[src/sv/assert_macros.svh]
// ----------------------------------------------------------------------------
// Assertion macros
// Shared concurrent assertion forms, sampled on clk and disabled during reset.
// ----------------------------------------------------------------------------
`ifndef ASSERT_MACROS_SVH
`define ASSERT_MACROS_SVH

// The consequent must hold in the same cycle as the antecedent.
`define ASSERT_SAME(label, ante, cons, msg) \
    label: assert property (@(posedge clk) disable iff (!rst_n) (ante) |-> (cons)) \
        else $error(msg);

// The consequent must hold in the cycle after the antecedent.
`define ASSERT_NEXT(label, ante, cons, msg) \
    label: assert property (@(posedge clk) disable iff (!rst_n) (ante) |=> (cons)) \
        else $error(msg);

`endif

[src/sv/arc4_ram.sv]
// ----------------------------------------------------------------------------
// arc4_ram
// Generic single write port, single read port RAM with registered read.
// ----------------------------------------------------------------------------
`default_nettype none

module arc4_ram #(
    parameter int WIDTH  = 8,
    parameter int DEPTH  = 256,
    parameter int ADDR_W = $clog2(DEPTH)
) (
    input  wire logic              clk,
    input  wire logic              we,
    input  wire logic [ADDR_W-1:0] waddr,
    input  wire logic [WIDTH-1:0]  wdata,
    input  wire logic              re,
    input  wire logic [ADDR_W-1:0] raddr,
    output logic      [WIDTH-1:0]  rdata
);

    logic [WIDTH-1:0] mem [DEPTH];

    always_ff @(posedge clk)
    begin
        if (we)
        begin
            mem[waddr] <= wdata;
        end
        if (re)
        begin
            rdata <= mem[raddr];
        end
    end

endmodule

`default_nettype wire

[config.mk]
export PLATFORM = sky130hd
export DESIGN_NAME = arc4_ram
export DESIGN_NICKNAME = d
export VERILOG_FILES = /design/src/sv/assert_macros.svh /design/src/sv/arc4_ram.sv
export SDC_FILE = /design/constraint.sdc
export NUM_CORES = 2
export LEC_CHECK = 0
export CAP_MARGIN = 20
export CORE_AREA = 2 2 519 521
export DETAILED_ROUTE_END_ITERATION = 10
export DIE_AREA = 0 0 521 523
export DONT_BUFFER_PORTS = 1
export PLACE_DENSITY = 0.45
export RECOVER_POWER = 50
export SYNTH_ARGS = -nofsm -noshare
export SYNTH_HDL_FRONTEND = slang
export SYNTH_SLANG_ARGS = --single-unit
[constraint.sdc]
create_clock -name clk -period 2.7 [get_ports clk]
set_input_delay 0.405 -clock clk [delete_from_list [all_inputs] [get_ports clk]]
set_output_delay 0.405 -clock clk [all_outputs]
set_load 0.05 [all_outputs]
### Yosys cells after proc, flatten, opt, wreduce, memory -nomap -nowiden

Memories as Yosys holds them, arrays and structs flattened. A register that Yosys moved wholly into a read port is not among the register bits.
Index checks and enable logic that the tools add are counted.

* register bits: 0
* RAM bits: 2048
* input port bits: 27
* output and inout port bits: 8
* logic and storage cells: 3
* memories kept: 1

Memories
* mem: depth 256, bits a word 8, rd ports 1, clocked after memory_dff 1, wr ports 1, line arc4_ram.sv:21 `logic [WIDTH-1:0] mem [DEPTH];`

* muxes and demuxes: 2

Operators with widths (count)
* 2-to-1 mux 1 bit: 2

### Logic depth before layout (Yosys ltp)

* depth after elaboration: 2
* mapped depth: 11
* gate-level depth less buffers: 6

### Least setup slack after synthesis

Ideal clock, no wire load.

* path kind: input-to-reg
* start: input port raddr[0]
* end: register rdata[2] (read register of mem) (data pin)
* setup time: 0.269 ns
* arrival: 2.212 ns
* required time: 2.431 ns
* setup slack: 0.219 ns
* stages on the path: 9
* buffers on the path: 4
* path through: buf_6 > buf_12 > buf_8 > buf_2 > mux4_2 > a22oi_1 > a21oi_1 > nor4_1 > nor4_2

RTL lines
* from (decl): line arc4_ram.sv:17 `input wire logic [ADDR_W-1:0] raddr,`
* to (decl): line arc4_ram.sv:18 `output logic [WIDTH-1:0] rdata`

==> impl_results.rst <==
.. list-table::
   :header-rows: 1

   * - Metric
     - Value
   * - Mapped cell area
     - about 80000 µm²
   * - Maximum clock frequency
     - 0.337 GHz
   * - Final GP Congestion
     - slightly below 0.8
   * - Tot GR Track Use
     - 15.9%
   * - Final hold vios
     - just under 600
   * - Inserted Clock Buffers
     - 221
   * - Number of nets at the end of the flow
     - ~4200
   * - Number of violations of the max-capacitance limit
     - 10
   * - Power density relative to cell area
     - slightly above 700 nW/µm²
   * - Final-layout worst hold slack
     - -0.348 ns
   * - Outcome
     - finished, violations left
   * - Post-Route M1 WL
     - slightly below 100 mm
   * - Crit start category
     - input port
   * - Most numerous cell types in the synthesized netlist
     - sky130_fd_sc_hd__edfxtp_1, sky130_fd_sc_hd__mux4_2, sky130_fd_sc_hd__nor2_1
   * - Fin crit period
     - a little under 3 ns
   * - Most area-hungry cell type in the Yosys netlist
     - sky130_fd_sc_hd__edfxtp_1
   * - Number of fillers in the final layout
     - around 25000
   * - Delay of the slowest critical-path stage
     - just over 1 ns
   * - Util after Layout
     - a little over a third
   * - Area of the placeable core
     - 267000 µm²
   * - Element type at the critical path end
     - flip-flop
   * - TritonCTS clock tree
     - yes
   * - Crit path required time
     - between 3 and 4 ns
   * - Seq/Total Area, Yosys
     - about 78%
   * - Wire length of the first global-routing pass
     - around 310 mm
   * - Std-Cell Rows
     - 190
   * - Met3 wire len
     - 11.1 mm
   * - First-iteration detailed-routing DRC count
     - approximately 4000
   * - Post-DP Area
     - between 80000 and 90000 µm²
   * - Total negative slack for setup checks
     - -0.738 ns
   * - Vias per Instance
     - just under 5
   * - Slowest stage cell, crit path
     - sky130_fd_sc_hd__mux4_2
   * - Clock transition at path regs
     - ~0.060 ns
   * - Final worst setup slack
     - -0.263 ns
   * - Slew headroom
     - -102%
   * - Static leakage power
     - just under 30 nW
   * - Total detailed-routing wirelength
     - between 200 and 250 mm
   * - CP cell instances
     - mux4_2 > o211ai_1 > nand3_1 > nor4_1 > buf_4 > nor4_1
   * - Hold path startpoint
     - wdata[6]
   * - Layout-stage area growth over the synthesis result
     - 17.2%
   * - Failing checks
     - negative hold slack, max-capacitance violations, max-slew violations, negative setup slack
   * - Average instance area after synthesis
     - around 21 µm²
   * - Layout cells sized above 1
     - between 20 and 30%
   * - Total number of vias
     - 39300
   * - Startpoint of the worst register-to-register path
     - mem[83][6]$_DFFE_PP_
   * - Worst-margin pin slew
     - between 3 and 4 ns
   * - WL met2
     - roughly 110 mm
   * - Synth warn
     - 0
   * - Io pins
     - 35
   * - Setup Skew
     - 0.0405 ns
   * - Effective utilization at floorplan
     - 29.8%
   * - Buf+Inv Stages, Crit Path
     - 1
   * - Category of the most critical setup path
     - in2reg
   * - Vias in the first global route
     - roughly 40000
   * - CTS max path bufs
     - 3
   * - Largest voltage drop on the vdd net
     - about 0.00068 V
   * - Drt wl/cell
     - around 28 µm
   * - Finish-stage setup viols
     - 5
   * - Antenna violations before repair
     - 15
   * - Post-synthesis net count
     - 3760
   * - Total area of multi-input combinational cells
     - ~17000 µm²
   * - Pin count of the biggest net entering global routing
     - 579
   * - Final HPWL from detailed placement
     - about 120 mm
   * - Combined flip-flop and latch cell area
     - between 60000 and 70000 µm²
   * - Leading cell types by total area after synthesis
     - sky130_fd_sc_hd__edfxtp_1, sky130_fd_sc_hd__mux4_2, sky130_fd_sc_hd__mux2i_1, sky130_fd_sc_hd__nor2_1, sky130_fd_sc_hd__a22oi_1
   * - Predominant post-synthesis flop cell
     - sky130_fd_sc_hd__edfxtp_1
   * - Async set-or-reset flop fraction in the synthesized netlist
     - 0%
   * - Skew-Pair Late Insertion Delay
     - around 0.86 ns
   * - Finished Cell Area
     - about 93000 µm²
   * - Type of the most critical hold path
     - in2reg
   * - Final period util
     - 110%
   * - Congestion Overflow GR
     - 0
   * - Setup repair after global routing missed its margin
     - false
   * - # DRC
     - 0
   * - Uppermost layer routed
     - met4
   * - Die Footprint
     - approximately 270000 µm²
   * - Number of flops mapped to enable cells by yosys
     - roughly 2000
   * - Largest delay contributor family on the critical path
     - multiplexers
   * - Number of different library cells in the post-synthesis netlist
     - between 50 and 60
   * - Yosys top cell area share
     - just under 80%
   * - Chip Height
     - approximately 520 µm
   * - Number of routed nets with antenna violations
     - 0
   * - Worst setup path startpoint
     - raddr[0]
   * - Power after layout
     - 66.5 mW
   * - # port buffers
     - 0
   * - Final-report max-slew violation count
     - around 1100
   * - Most numerous cell in the Yosys netlist
     - sky130_fd_sc_hd__edfxtp_1
   * - CTS Root Cell
     - sky130_fd_sc_hd__clkbuf_16
   * - Largest fanout on the critical path
     - about 580
   * - Synthesized instance count
     - 3733
   * - Critical path arrival
     - between 3 and 4 ns
   * - Count of buffers added by post-CTS timing repair for setup
     - 0
   * - H-tree depth
     - 4
   * - First-pass DRT Iterations
     - 5
   * - Most common cell type on the critical path
     - sky130_fd_sc_hd__nor4_1
   * - Flops & latches, synth
     - about 2000
   * - Die Wd
     - around 520 µm
   * - # clock sinks
     - between 2000 and 2500
   * - Worst reg-to-reg setup slack
     - 0.17 ns
-- state kept, by name (all words and copies together) (netlist names) --
register,flops
mem,2048
rdata,8
-- layout make-up --
cell class	count	area share, %
diodes	7	0.0188
clock buffers	279	6.23
clock inverters	121	1.05
inverters	2	0.00804
multi-input cells	1442	17.7
flip-flops and latches	2056	66.1
well taps	3552	4.76
repair buffers	487	4.08
-- per-stage QoR --
| step | std cells | setup WS (ns) |
|---|---|---|
| after global routing | 7940 | 0.00454 |
| after global placement | 7526 | -0.725 |
| after floorplan | 3733 | 0.219 |
| after detailed placement | 7526 | -0.714 |
| after CTS | 7927 | 0.114 |
| final | 7946 | -0.263 |
-- cell usage in the layout, fill, tap and decap left out, types with 5 or more instances in the layout --
cell type,n
sky130_fd_sc_hd__a211oi_1,16
sky130_fd_sc_hd__a221oi_1,11
sky130_fd_sc_hd__diode_2,7
sky130_fd_sc_hd__o22ai_1,28
sky130_fd_sc_hd__mux2i_1,134
sky130_fd_sc_hd__nor2b_1,28
sky130_fd_sc_hd__o221ai_1,46
sky130_fd_sc_hd__clkbuf_1,68
sky130_fd_sc_hd__nand2b_1,8
sky130_fd_sc_hd__nand2_1,33
sky130_fd_sc_hd__o22a_1,5
sky130_fd_sc_hd__clkbuf_16,224
sky130_fd_sc_hd__and2_1,5
sky130_fd_sc_hd__nor4_1,24
sky130_fd_sc_hd__nor3_1,21
sky130_fd_sc_hd__a22oi_1,133
sky130_fd_sc_hd__mux4_2,454
sky130_fd_sc_hd__buf_12,13
sky130_fd_sc_hd__nand3_1,26
sky130_fd_sc_hd__clkinv_2,39
sky130_fd_sc_hd__nand4_1,10
sky130_fd_sc_hd__buf_4,448
sky130_fd_sc_hd__edfxtp_1,2056
sky130_fd_sc_hd__a22o_1,8
sky130_fd_sc_hd__o21ai_0,10
sky130_fd_sc_hd__nor2_1,279
sky130_fd_sc_hd__nand3_2,8
sky130_fd_sc_hd__bufinv_16,9
sky130_fd_sc_hd__clkinv_1,56
sky130_fd_sc_hd__o211ai_1,10
sky130_fd_sc_hd__a21oi_1,96
sky130_fd_sc_hd__clkinv_8,7
-- final timing paths --
kind,endpoint,cells past startpoint
setup reg to reg,rdata[6]$_DFFE_PP_,8
setup / recovery,rdata[4]$_DFFE_PP_,6
hold reg to reg,rdata[6]$_DFFE_PP_,7
hold / removal,mem[152][6]$_DFFE_PP_,0
-- worst register-to-register path: cells and delay by family, from the launching register on --
kind / cells / cell delay, ns
AOI/OAI and AO/OA: 3 / 0.62
buffers and inverters: 2 / 0.44
DFF: 1 / 0.36
muxes: 1 / 0.48
and+or+nand+nor: 2 / 0.40
-- metal layers --
layer  up-vias  global-route usage [%]
met1     21300                    22.1
li1      16700                       -
met2       993                    25.9
met5         -                       0
met4         0                    4.18
met3       299                    2.45
-- power breakdown --
group          total, mW  switching [mW]  internal (mW)
Clock               28.6            12.6           16.0
Combinational       2.57            1.36           1.21
Sequential          35.4           0.115           35.2
Total               66.5            14.1           52.5
-- cells by family after synthesis --
group           after synthesis  synth area share [%]
simple gates                466                  2.63
compound gates              385                  3.42
flops                      2056                  77.5
buf+inv                     235                  1.83
mux                         591                  14.6
-- timing repair --
action / CTS / global route
endpoints found under the hold margin: 2056 / 1483
endpoints found under the setup margin: 2 / 1
hold buffers: 1 / 12
resized for setup: 2 / 1
Power figures use the tool's default switching activity.
