--- src/sv/assert_macros.svh ---
// ----------------------------------------------------------------------------
// Assertion macros
// Shared concurrent assertion forms, sampled on clk and disabled during reset.
// ----------------------------------------------------------------------------
`ifndef ASSERT_MACROS_SVH
`define ASSERT_MACROS_SVH

// The consequent must hold in the same cycle as the antecedent.
`define ASSERT_SAME(label, ante, cons, msg) \
    label: assert property (@(posedge clk) disable iff (!rst_n) (ante) |-> (cons)) \
        else $error(msg);

// The consequent must hold in the cycle after the antecedent.
`define ASSERT_NEXT(label, ante, cons, msg) \
    label: assert property (@(posedge clk) disable iff (!rst_n) (ante) |=> (cons)) \
        else $error(msg);

`endif

--- src/sv/arc4_pkg.sv ---
// ----------------------------------------------------------------------------
// arc4_pkg
// Types, constants and the microprogram of the stream cipher engine.
// ----------------------------------------------------------------------------
`default_nettype none

package arc4_pkg;

    localparam int PERM_DEPTH    = 256;
    localparam int IDX_W         = 8;
    localparam int KEY_CHUNK_MAX = 256;
    localparam int LEN_W         = 9;
    localparam int BIT_W         = 3;
    localparam int UPC_W         = 5;

    typedef logic [IDX_W-1:0] byte_t;
    typedef logic [UPC_W-1:0] upc_t;

    typedef enum logic [1:0] {
        CMD_RESET     = 2'd0,
        CMD_KEY_WRITE = 2'd1,
        CMD_KEY_PASS  = 2'd2,
        CMD_CRYPT     = 2'd3
    } cmd_t;

    // Permutation read address select.
    typedef enum logic [2:0] {
        RD_NONE,
        RD_I,
        RD_J,
        RD_K,
        RD_TU
    } rd_sel_t;

    // Permutation write select: address and data.
    typedef enum logic [1:0] {
        WR_NONE,
        WR_K_T,
        WR_J_T,
        WR_I_U
    } wr_sel_t;

    // Jump conditions. A taken jump loads the target, otherwise the
    // step counter advances by one.
    typedef enum logic [2:0] {
        JC_NEXT,
        JC_ALWAYS,
        JC_LEN_ZERO,
        JC_DIV_MORE,
        JC_I_MORE
    } jc_t;

    typedef struct packed {
        rd_sel_t rd_sel;
        wr_sel_t wr_sel;
        logic    ld_t;
        logic    ld_u;
        logic    ld_x;
        logic    inc_i;
        logic    add_j;
        logic    add_k;
        logic    clr_perm;
        logic    wr_key;
        logic    div_init;
        logic    div_step;
        logic    step_kidx;
        logic    fin;
        jc_t     jump;
        upc_t    target;
    } ctrl_word_t;

    typedef struct packed {
        logic item_accept;
        cmd_t cmd;
        logic len_zero;
        logic div_more;
        logic i_more;
        logic out_free;
    } seq_stat_t;

    localparam ctrl_word_t CW_NOP = '{
        rd_sel:    RD_NONE,
        wr_sel:    WR_NONE,
        ld_t:      1'b0,
        ld_u:      1'b0,
        ld_x:      1'b0,
        inc_i:     1'b0,
        add_j:     1'b0,
        add_k:     1'b0,
        clr_perm:  1'b0,
        wr_key:    1'b0,
        div_init:  1'b0,
        div_step:  1'b0,
        step_kidx: 1'b0,
        fin:       1'b0,
        jump:      JC_NEXT,
        target:    '0
    };

    // Microprogram addresses.
    localparam upc_t U_RST = 5'd0;
    localparam upc_t U_KWR = 5'd1;
    localparam upc_t U_KP0 = 5'd2;
    localparam upc_t U_KP1 = 5'd3;
    localparam upc_t U_KP2 = 5'd4;
    localparam upc_t U_KP3 = 5'd5;
    localparam upc_t U_KP4 = 5'd6;
    localparam upc_t U_KP5 = 5'd7;
    localparam upc_t U_KP6 = 5'd8;
    localparam upc_t U_FIN = 5'd9;
    localparam upc_t U_CR0 = 5'd10;
    localparam upc_t U_CR1 = 5'd11;
    localparam upc_t U_CR2 = 5'd12;
    localparam upc_t U_CR3 = 5'd13;
    localparam upc_t U_CR4 = 5'd14;
    localparam upc_t U_CR5 = 5'd15;
    localparam upc_t U_CR6 = 5'd16;
    localparam upc_t U_CR7 = 5'd17;

    function automatic upc_t entry_point(input cmd_t cmd);
        upc_t a;
        unique case (cmd)
            CMD_RESET:     a = U_RST;
            CMD_KEY_WRITE: a = U_KWR;
            CMD_KEY_PASS:  a = U_KP0;
            CMD_CRYPT:     a = U_CR0;
            default:       a = U_FIN;
        endcase
        return a;
    endfunction

    function automatic ctrl_word_t micro_rom(input upc_t a);
        ctrl_word_t cw;
        cw = CW_NOP;
        unique case (a)
            U_RST:
            begin
                cw.clr_perm = 1'b1;
                cw.jump     = JC_ALWAYS;
                cw.target   = U_FIN;
            end
            U_KWR:
            begin
                cw.wr_key = 1'b1;
                cw.jump   = JC_ALWAYS;
                cw.target = U_FIN;
            end
            U_KP0:
            begin
                cw.div_init = 1'b1;
                cw.jump     = JC_LEN_ZERO;
                cw.target   = U_FIN;
            end
            U_KP1:
            begin
                cw.div_step = 1'b1;
                cw.jump     = JC_DIV_MORE;
                cw.target   = U_KP1;
            end
            U_KP2:
            begin
                cw.rd_sel = RD_I;
            end
            U_KP3:
            begin
                cw.ld_t  = 1'b1;
                cw.add_k = 1'b1;
            end
            U_KP4:
            begin
                cw.rd_sel = RD_K;
            end
            U_KP5:
            begin
                cw.ld_u   = 1'b1;
                cw.wr_sel = WR_K_T;
            end
            U_KP6:
            begin
                cw.wr_sel    = WR_I_U;
                cw.inc_i     = 1'b1;
                cw.step_kidx = 1'b1;
                cw.jump      = JC_I_MORE;
                cw.target    = U_KP2;
            end
            U_FIN:
            begin
                cw.fin = 1'b1;
            end
            U_CR0:
            begin
                cw.inc_i = 1'b1;
            end
            U_CR1:
            begin
                cw.rd_sel = RD_I;
            end
            U_CR2:
            begin
                cw.ld_t  = 1'b1;
                cw.add_j = 1'b1;
            end
            U_CR3:
            begin
                cw.rd_sel = RD_J;
            end
            U_CR4:
            begin
                cw.ld_u   = 1'b1;
                cw.wr_sel = WR_J_T;
            end
            U_CR5:
            begin
                cw.wr_sel = WR_I_U;
            end
            U_CR6:
            begin
                cw.rd_sel = RD_TU;
            end
            U_CR7:
            begin
                cw.ld_x   = 1'b1;
                cw.jump   = JC_ALWAYS;
                cw.target = U_FIN;
            end
            default:
            begin
                cw = CW_NOP;
            end
        endcase
        return cw;
    endfunction

endpackage

`default_nettype wire

--- src/sv/arc4_useq.sv ---
// ----------------------------------------------------------------------------
// arc4_useq
// Microcode sequencer: step counter, control store and jump logic.
// ----------------------------------------------------------------------------
`default_nettype none

module arc4_useq (
    input  wire logic                   clk,
    input  wire logic                   rst_n,
    input  wire arc4_pkg::seq_stat_t    stat,
    output arc4_pkg::ctrl_word_t        cw,
    output logic                        busy
);

    logic             busy_reg;
    logic             busy_next;
    arc4_pkg::upc_t   upc_reg;
    arc4_pkg::upc_t   upc_next;
    logic             taken;

    always_comb
    begin
        cw = busy_reg ? arc4_pkg::micro_rom(upc_reg) : arc4_pkg::CW_NOP;
    end

    always_comb
    begin
        unique case (cw.jump)
            arc4_pkg::JC_NEXT:     taken = 1'b0;
            arc4_pkg::JC_ALWAYS:   taken = 1'b1;
            arc4_pkg::JC_LEN_ZERO: taken = stat.len_zero;
            arc4_pkg::JC_DIV_MORE: taken = stat.div_more;
            arc4_pkg::JC_I_MORE:   taken = stat.i_more;
            default:               taken = 1'b0;
        endcase
    end

    always_comb
    begin
        busy_next = busy_reg;
        upc_next  = upc_reg;
        if (!busy_reg)
        begin
            if (stat.item_accept)
            begin
                busy_next = 1'b1;
                upc_next  = arc4_pkg::entry_point(stat.cmd);
            end
        end
        else if (cw.fin)
        begin
            // The final step holds until the result register has room.
            if (stat.out_free)
            begin
                busy_next = 1'b0;
            end
        end
        else if (taken)
        begin
            upc_next = cw.target;
        end
        else
        begin
            upc_next = upc_reg + 1'b1;
        end
    end

    always_ff @(posedge clk or negedge rst_n)
    begin
        if (!rst_n)
        begin
            busy_reg <= 1'b0;
            upc_reg  <= arc4_pkg::U_FIN;
        end
        else
        begin
            busy_reg <= busy_next;
            upc_reg  <= upc_next;
        end
    end

    assign busy = busy_reg;

endmodule

`default_nettype wire
--- config.mk ---
export PLATFORM = sky130hd
export DESIGN_NAME = arc4_useq
export DESIGN_NICKNAME = d
export VERILOG_FILES = /design/src/sv/assert_macros.svh /design/src/sv/arc4_pkg.sv /design/src/sv/arc4_useq.sv
export SDC_FILE = /design/constraint.sdc
export NUM_CORES = 1
export LEC_CHECK = 0
export ABC_CLOCK_PERIOD_IN_PS = 2800
export BUFFER_PORTS_ARGS = -buffer_cell sky130_fd_sc_hd__buf_4
export CAP_MARGIN = 20
export CORE_MARGIN = 4
export CORE_UTILIZATION = 46
export DETAILED_ROUTE_END_ITERATION = 6
export GPL_TIMING_DRIVEN = 1
export PLACE_DENSITY = 0.84
export SETUP_SLACK_MARGIN = 0.02
export SLEW_MARGIN = 20
export SYNTH_ARGS = -nofsm -noshare
export SYNTH_HDL_FRONTEND = slang
export SYNTH_SLANG_ARGS = --single-unit
--- constraint.sdc ---
create_clock -name clk -period 2.8 [get_ports clk]
set_clock_uncertainty 0.2 [all_clocks]
set_input_delay 0.56 -clock clk [delete_from_list [all_inputs] [get_ports clk]]
set_output_delay 0.56 -clock clk [all_outputs]
set_load 0.1 [all_outputs]
==> Word level (Yosys, flattened, before mapping) <==
Index checks and enable logic that the tools add are counted.
{ "word_totals": {"output_inout_bits": 26, "elab_cells": 64, "ram_bits": 0, "latchBits": 0, "register_bits": 6, "romBits": 0, "in_bits": 9, "n_memories": 0} }
{ "op_classes": {"reduce_logical": 10, "n_bitwise": 0, "n_addsub": 1, "mux": 26, "n_shift": 0, "n_div": 0, "order_cmp": 0, "n_eq_ne": 25, "n_mul": 0} }
{ "op_table": {"columns": ["operator", "count"], "rows": [
  ["$eq 5x4->1 const B", 8],
  ["$pmux 8 s4", 1],
  ["$mux 25", 1],
  ["$eq 5x3->1 const B", 4],
  ["$mux 5", 4],
  ["$pmux 5 s4", 1],
  ["$mux 1", 16],
  ["$pmux 3 s4", 1],
  ["$eq 5x2->1 const B", 2],
  ["$eq 5x5->1 const B", 2],
  ["$reduce_or 2->1", 5],
  ["$eq 3x2->1 const B", 2],
  ["$pmux 2 s3", 1],
  ["$add 5x1->5 const B", 1],
  ["$eq 5x1->1 const B", 1],
  ["$logic_not 5->1", 1],
  ["$eq 2x2->1 const B", 2],
  ["$pmux 1 s4", 1],
  ["$eq 3x1->1 const B", 1],
  ["$eq 3x3->1 const B", 1],
  ["$reduce_or 3->1", 1],
  ["$eq 2x1->1 const B", 1],
  ["$logic_not 2->1", 1],
  ["$ne 2x2->1 const B", 1],
  ["2 further kinds", 2]
]} }

==> Logic depth before layout (Yosys ltp) <==
{ "logic_depth": {"depth_word": 9, "ltp_mapped": 7, "ltp_nobuf": 7} }

==> Worst setup path after synthesis <==
Ideal clock, no wire load.
{ "synth_path": {"path_kind": "register to output", "startpoint": "register busy_reg (netlist: busy)", "endpoint": "output cw[19] (netlist name)", "path_slack_ns": -2.123, "path_buffers": 0, "arrival_time_ns": 4.163, "stages_incl_launch_ff": 5, "path_cell_list": "dfrtp_1 -> nor2b_1 -> nand2_1 -> nor3_1 -> or2_2"} }
{ "synth_rtl": {"columns": ["element", "line_no", "source"], "rows": [
  ["start, declared", "arc4_useq.sv:15", "logic busy_reg;"],
  ["start signal, assigned", "arc4_useq.sv:77", "busy_reg <= busy_next;"],
  ["end, declared", "arc4_useq.sv:11", "output arc4_pkg::ctrl_word_t cw,"]
]} }

==> metrics.md <==
| Metric | Value |
|---|---|
| Setup TNS | `0 ns` |
| Total clock buffers created by CTS | `3` |
| Number of failing hold endpoints at the final stage | `0` |
| Peak fanout along the critical path | `7` |
| Most common library cells after synthesis | `sky130_fd_sc_hd__nor2_1, sky130_fd_sc_hd__inv_1, sky130_fd_sc_hd__nand2_1` |
| First-pass detailed-route iteration total | `4` |
| Max cap viols | `0` |
| Top post-synthesis cells by area | `sky130_fd_sc_hd__dfrtp_1, sky130_fd_sc_hd__ha_1, sky130_fd_sc_hd__dfstp_2, sky130_fd_sc_hd__nor2_1, sky130_fd_sc_hd__inv_1` |
| Fin util | `between 70% and 80%` |
| Kind of end point of the critical path | `output port` |
| Final Critical Period | `between 2 and 3 ns` |
| Total number of vias | `between 800 and 900` |
| Critical Setup Path Class | `reg2out` |
| Proportion of layout cells with a drive suffix above 1 | `around 44%` |
| Mapped Area | `roughly 800 µm²` |
| CTS clk-pin slew, worst paths | `roughly 0.050 ns` |
| Global-route usage over all layers | `roughly 19%` |
| Endpoint with the worst hold slack | `busy$_DFF_PN0_` |
| Total wire length | `2190 µm` |
| Maximum clock insertion buffer count | `2` |
| Largest register FFs | `5` |
| Number of antenna-violating nets in the routed design | `0` |
| Min-delay src | `stat[0]` |
| Fmax | `0.372 GHz` |
| Count of cells along the worst hold path | `2` |
| Family of cells with the greatest summed delay on the critical path | `simple AND/OR/NAND/NOR gates` |
| Gate count of the mapped netlist | `about 110` |
| Result of the run | `complete, no violations` |
| Fin nets | `roughly 160` |
| Antenna fix cells | `0` |
| Vertical extent of the die | `49.7 µm` |
| Area fraction of the dominant cell type after synthesis | `between 10% and 20%` |
| Worst Hold Class | `in2reg` |
| Number of enable-type register cells in the synthesized netlist | `0` |
| Gp weighted congestion | `between 0.8 and 0.9` |
| Clock Root Buffer | `sky130_fd_sc_hd__clkbuf_4` |
| Post-route standard cell area excluding fillers | `~0.0012 mm²` |
| Number of levels the H-tree was split into | `1` |
| Area of the die | `around 0.0025 mm²` |
| Clock tree sinks | `6` |
| Antenna violations before repair | `0` |
| Number of vias per cell | `approximately 5.6` |
| Max Slew Vio Count | `0` |
| Reg2reg path depth | `6` |
| Core Rows | `14` |
| Iter 0 DRT Violations | `11` |
| Post-synth cell types | `36` |
| Yosys Warn Count | `0` |
| Count of state elements after synthesis | `6` |
| Area of the core | `around 0.0016 mm²` |
| Sequential element share of the synthesized area | `about a fifth` |
| Share of the clock period used by the worst path after layout | `a little over nine tenths` |
| GRT overflow | `0` |
| Leading area contributor after synthesis | `sky130_fd_sc_hd__dfrtp_1` |
| Cell-by-cell listing of the critical path | `inv_2 > ha_4 > and3b_2 > and3_1 > or2_4 > buf_6` |
| Wire length of the first global-routing pass | `3630 µm` |
| Number of global-route vias before repair | `around 820` |
| I/O Buffers | `33` |
| Hold slack | `around 0.27 ns` |
| Post-route DRC | `0` |
| Skew-Pair Late Insertion Delay | `about 0.25 ns` |
| Data arrival time of the worst path | `1.93 ns` |
| Post-DP HPWL | `around 1800 µm` |
| Worst-case register-to-register setup slack | `approximately 0.60 ns` |
| Most instantiated flip-flop cell in the synthesis netlist | `sky130_fd_sc_hd__dfrtp_1` |
| Worst R2R Start | `busy$_DFF_PN0_` |
| CTS tree | `built` |
| Synthesized netlist net count | `approximately 130` |
| Die W | `~50 µm` |
| Final setup violating endpoints | `0` |
| WL per Instance | `approximately 14 µm` |
| Placement Cell Area | `about 0.0011 mm²` |
| Unrepaired setup endpoints after global routing | `yes` |
| Maximum number of pins on one net before global-route repair | `19` |
| Critical path buffers and inverters | `2` |
| Worst EP required | `2.04 ns` |
| Starting density of the core | `about half` |
| Mean Syn Cell Area | `a little over 7 µm²` |
| Cell with the largest stage delay on the worst path | `sky130_fd_sc_hd__dfstp_2` |
| Synth-to-Final Area Change | `47.2%` |
| Share of flip-flops with an asynchronous set or reset | `100%` |
| Library cell with the highest instance count after synthesis | `sky130_fd_sc_hd__nor2_1` |
| Kind of start point of the critical path | `register` |
| Peak per-stage delay on the critical path | `slightly below 0.6 ns` |
| Number of top-level pins | `35` |
| Terminus of the critical flop-to-flop path | `upc_reg[3]$_DFFE_PN1P_` |
## worst reg2reg max path: stages (launching register included)
cell	delay (ns)
sky130_fd_sc_hd__dfrtp_4	0.52
sky130_fd_sc_hd__or3b_1	0.48
sky130_fd_sc_hd__buf_4	0.21
sky130_fd_sc_hd__nor3_1	0.21
sky130_fd_sc_hd__o21ai_2	0.13
sky130_fd_sc_hd__a211o_1	0.27
sky130_fd_sc_hd__o311ai_1	0.07
## logic make-up (layout without fill, tap and decap cells)
group	count (synthesis)	after routing	share of synthesized area (%)
compound gates	22	22	20.7
fa+ha+maj	5	5	7.84
buf+inv	19	50	10.8
flops	6	6	19.1
mux	3	3	3.92
other cells	1	1	0.470
simple gates	56	56	37.1
## repair_timing
item                                   CTS  global route
resized for setup                        2             9
setup endpoints to repair                1             8
hold buffers                             1             0
setup buffers                            0             0
endpoints found under the hold margin    4             0
gates cloned                             0             0
## worst max-delay path by stage
stage | startpoint | to | slack (ns) | cells after the start
2_1_floorplan | busy$_DFF_PN0_ | cw[18] | -0.25 | 3
3_3_place_gp | upc_reg[0]$_DFFE_PN1P_ | cw[19] | 0.28 | 6
3_5_place_dp | upc_reg[0]$_DFFE_PN1P_ | cw[19] | 0.24 | 6
4_1_cts | upc_reg[0]$_DFFE_PN1P_ | cw[21] | 0.02 | 6
5_1_grt | upc_reg[3]$_DFFE_PN1P_ | cw[20] | -0.01 | 5
6_report | upc_reg[0]$_DFFE_PN1P_ | cw[19] | 0.11 | 6
## metrics by stage
step           setup WS [ns]  instances
2_1_floorplan         -0.255        112
3_3_place_gp           0.282        154
3_5_place_dp           0.239        154
4_1_cts               0.0208        159
5_1_grt              -0.0143        159
6_report               0.112        159
## layer usage
metal	vias up	GRT usage, %	part of all wire (%)
met2	34	31.9	50
met5	-	0	0
met4	0	12.9	2.0
met3	6	1.20	5.8
li1	451	-	-
met1	400	21.7	42
## final cells by class
| cell class | count | area [µm²] |
|---|---|---|
| Timing Repair Buffer | 36 | 280 |
| Clock buffer | 4 | 26.3 |
| Multi-Input combinational cell | 87 | 651 |
| Sequential cell | 6 | 156 |
| Inverter | 10 | 41.3 |
| Fill cell | 136 | 402 |
| Tap cell | 16 | 20.0 |
## cells in the final DEF (no fill, tap or decap), types with 5 or more instances in the layout
cell type and count:
sky130_fd_sc_hd__nand2_1 10, sky130_fd_sc_hd__nor3_1 5, sky130_fd_sc_hd__inv_1 7, sky130_fd_sc_hd__and3_1 5
sky130_fd_sc_hd__buf_4 33, sky130_fd_sc_hd__nor2_1 9, sky130_fd_sc_hd__a21oi_1 6, sky130_fd_sc_hd__nand3_1 6
Power is left out: the tool's default activity adds up to more than one toggle a clock period on the data nets, which glitch-free logic cannot reach.
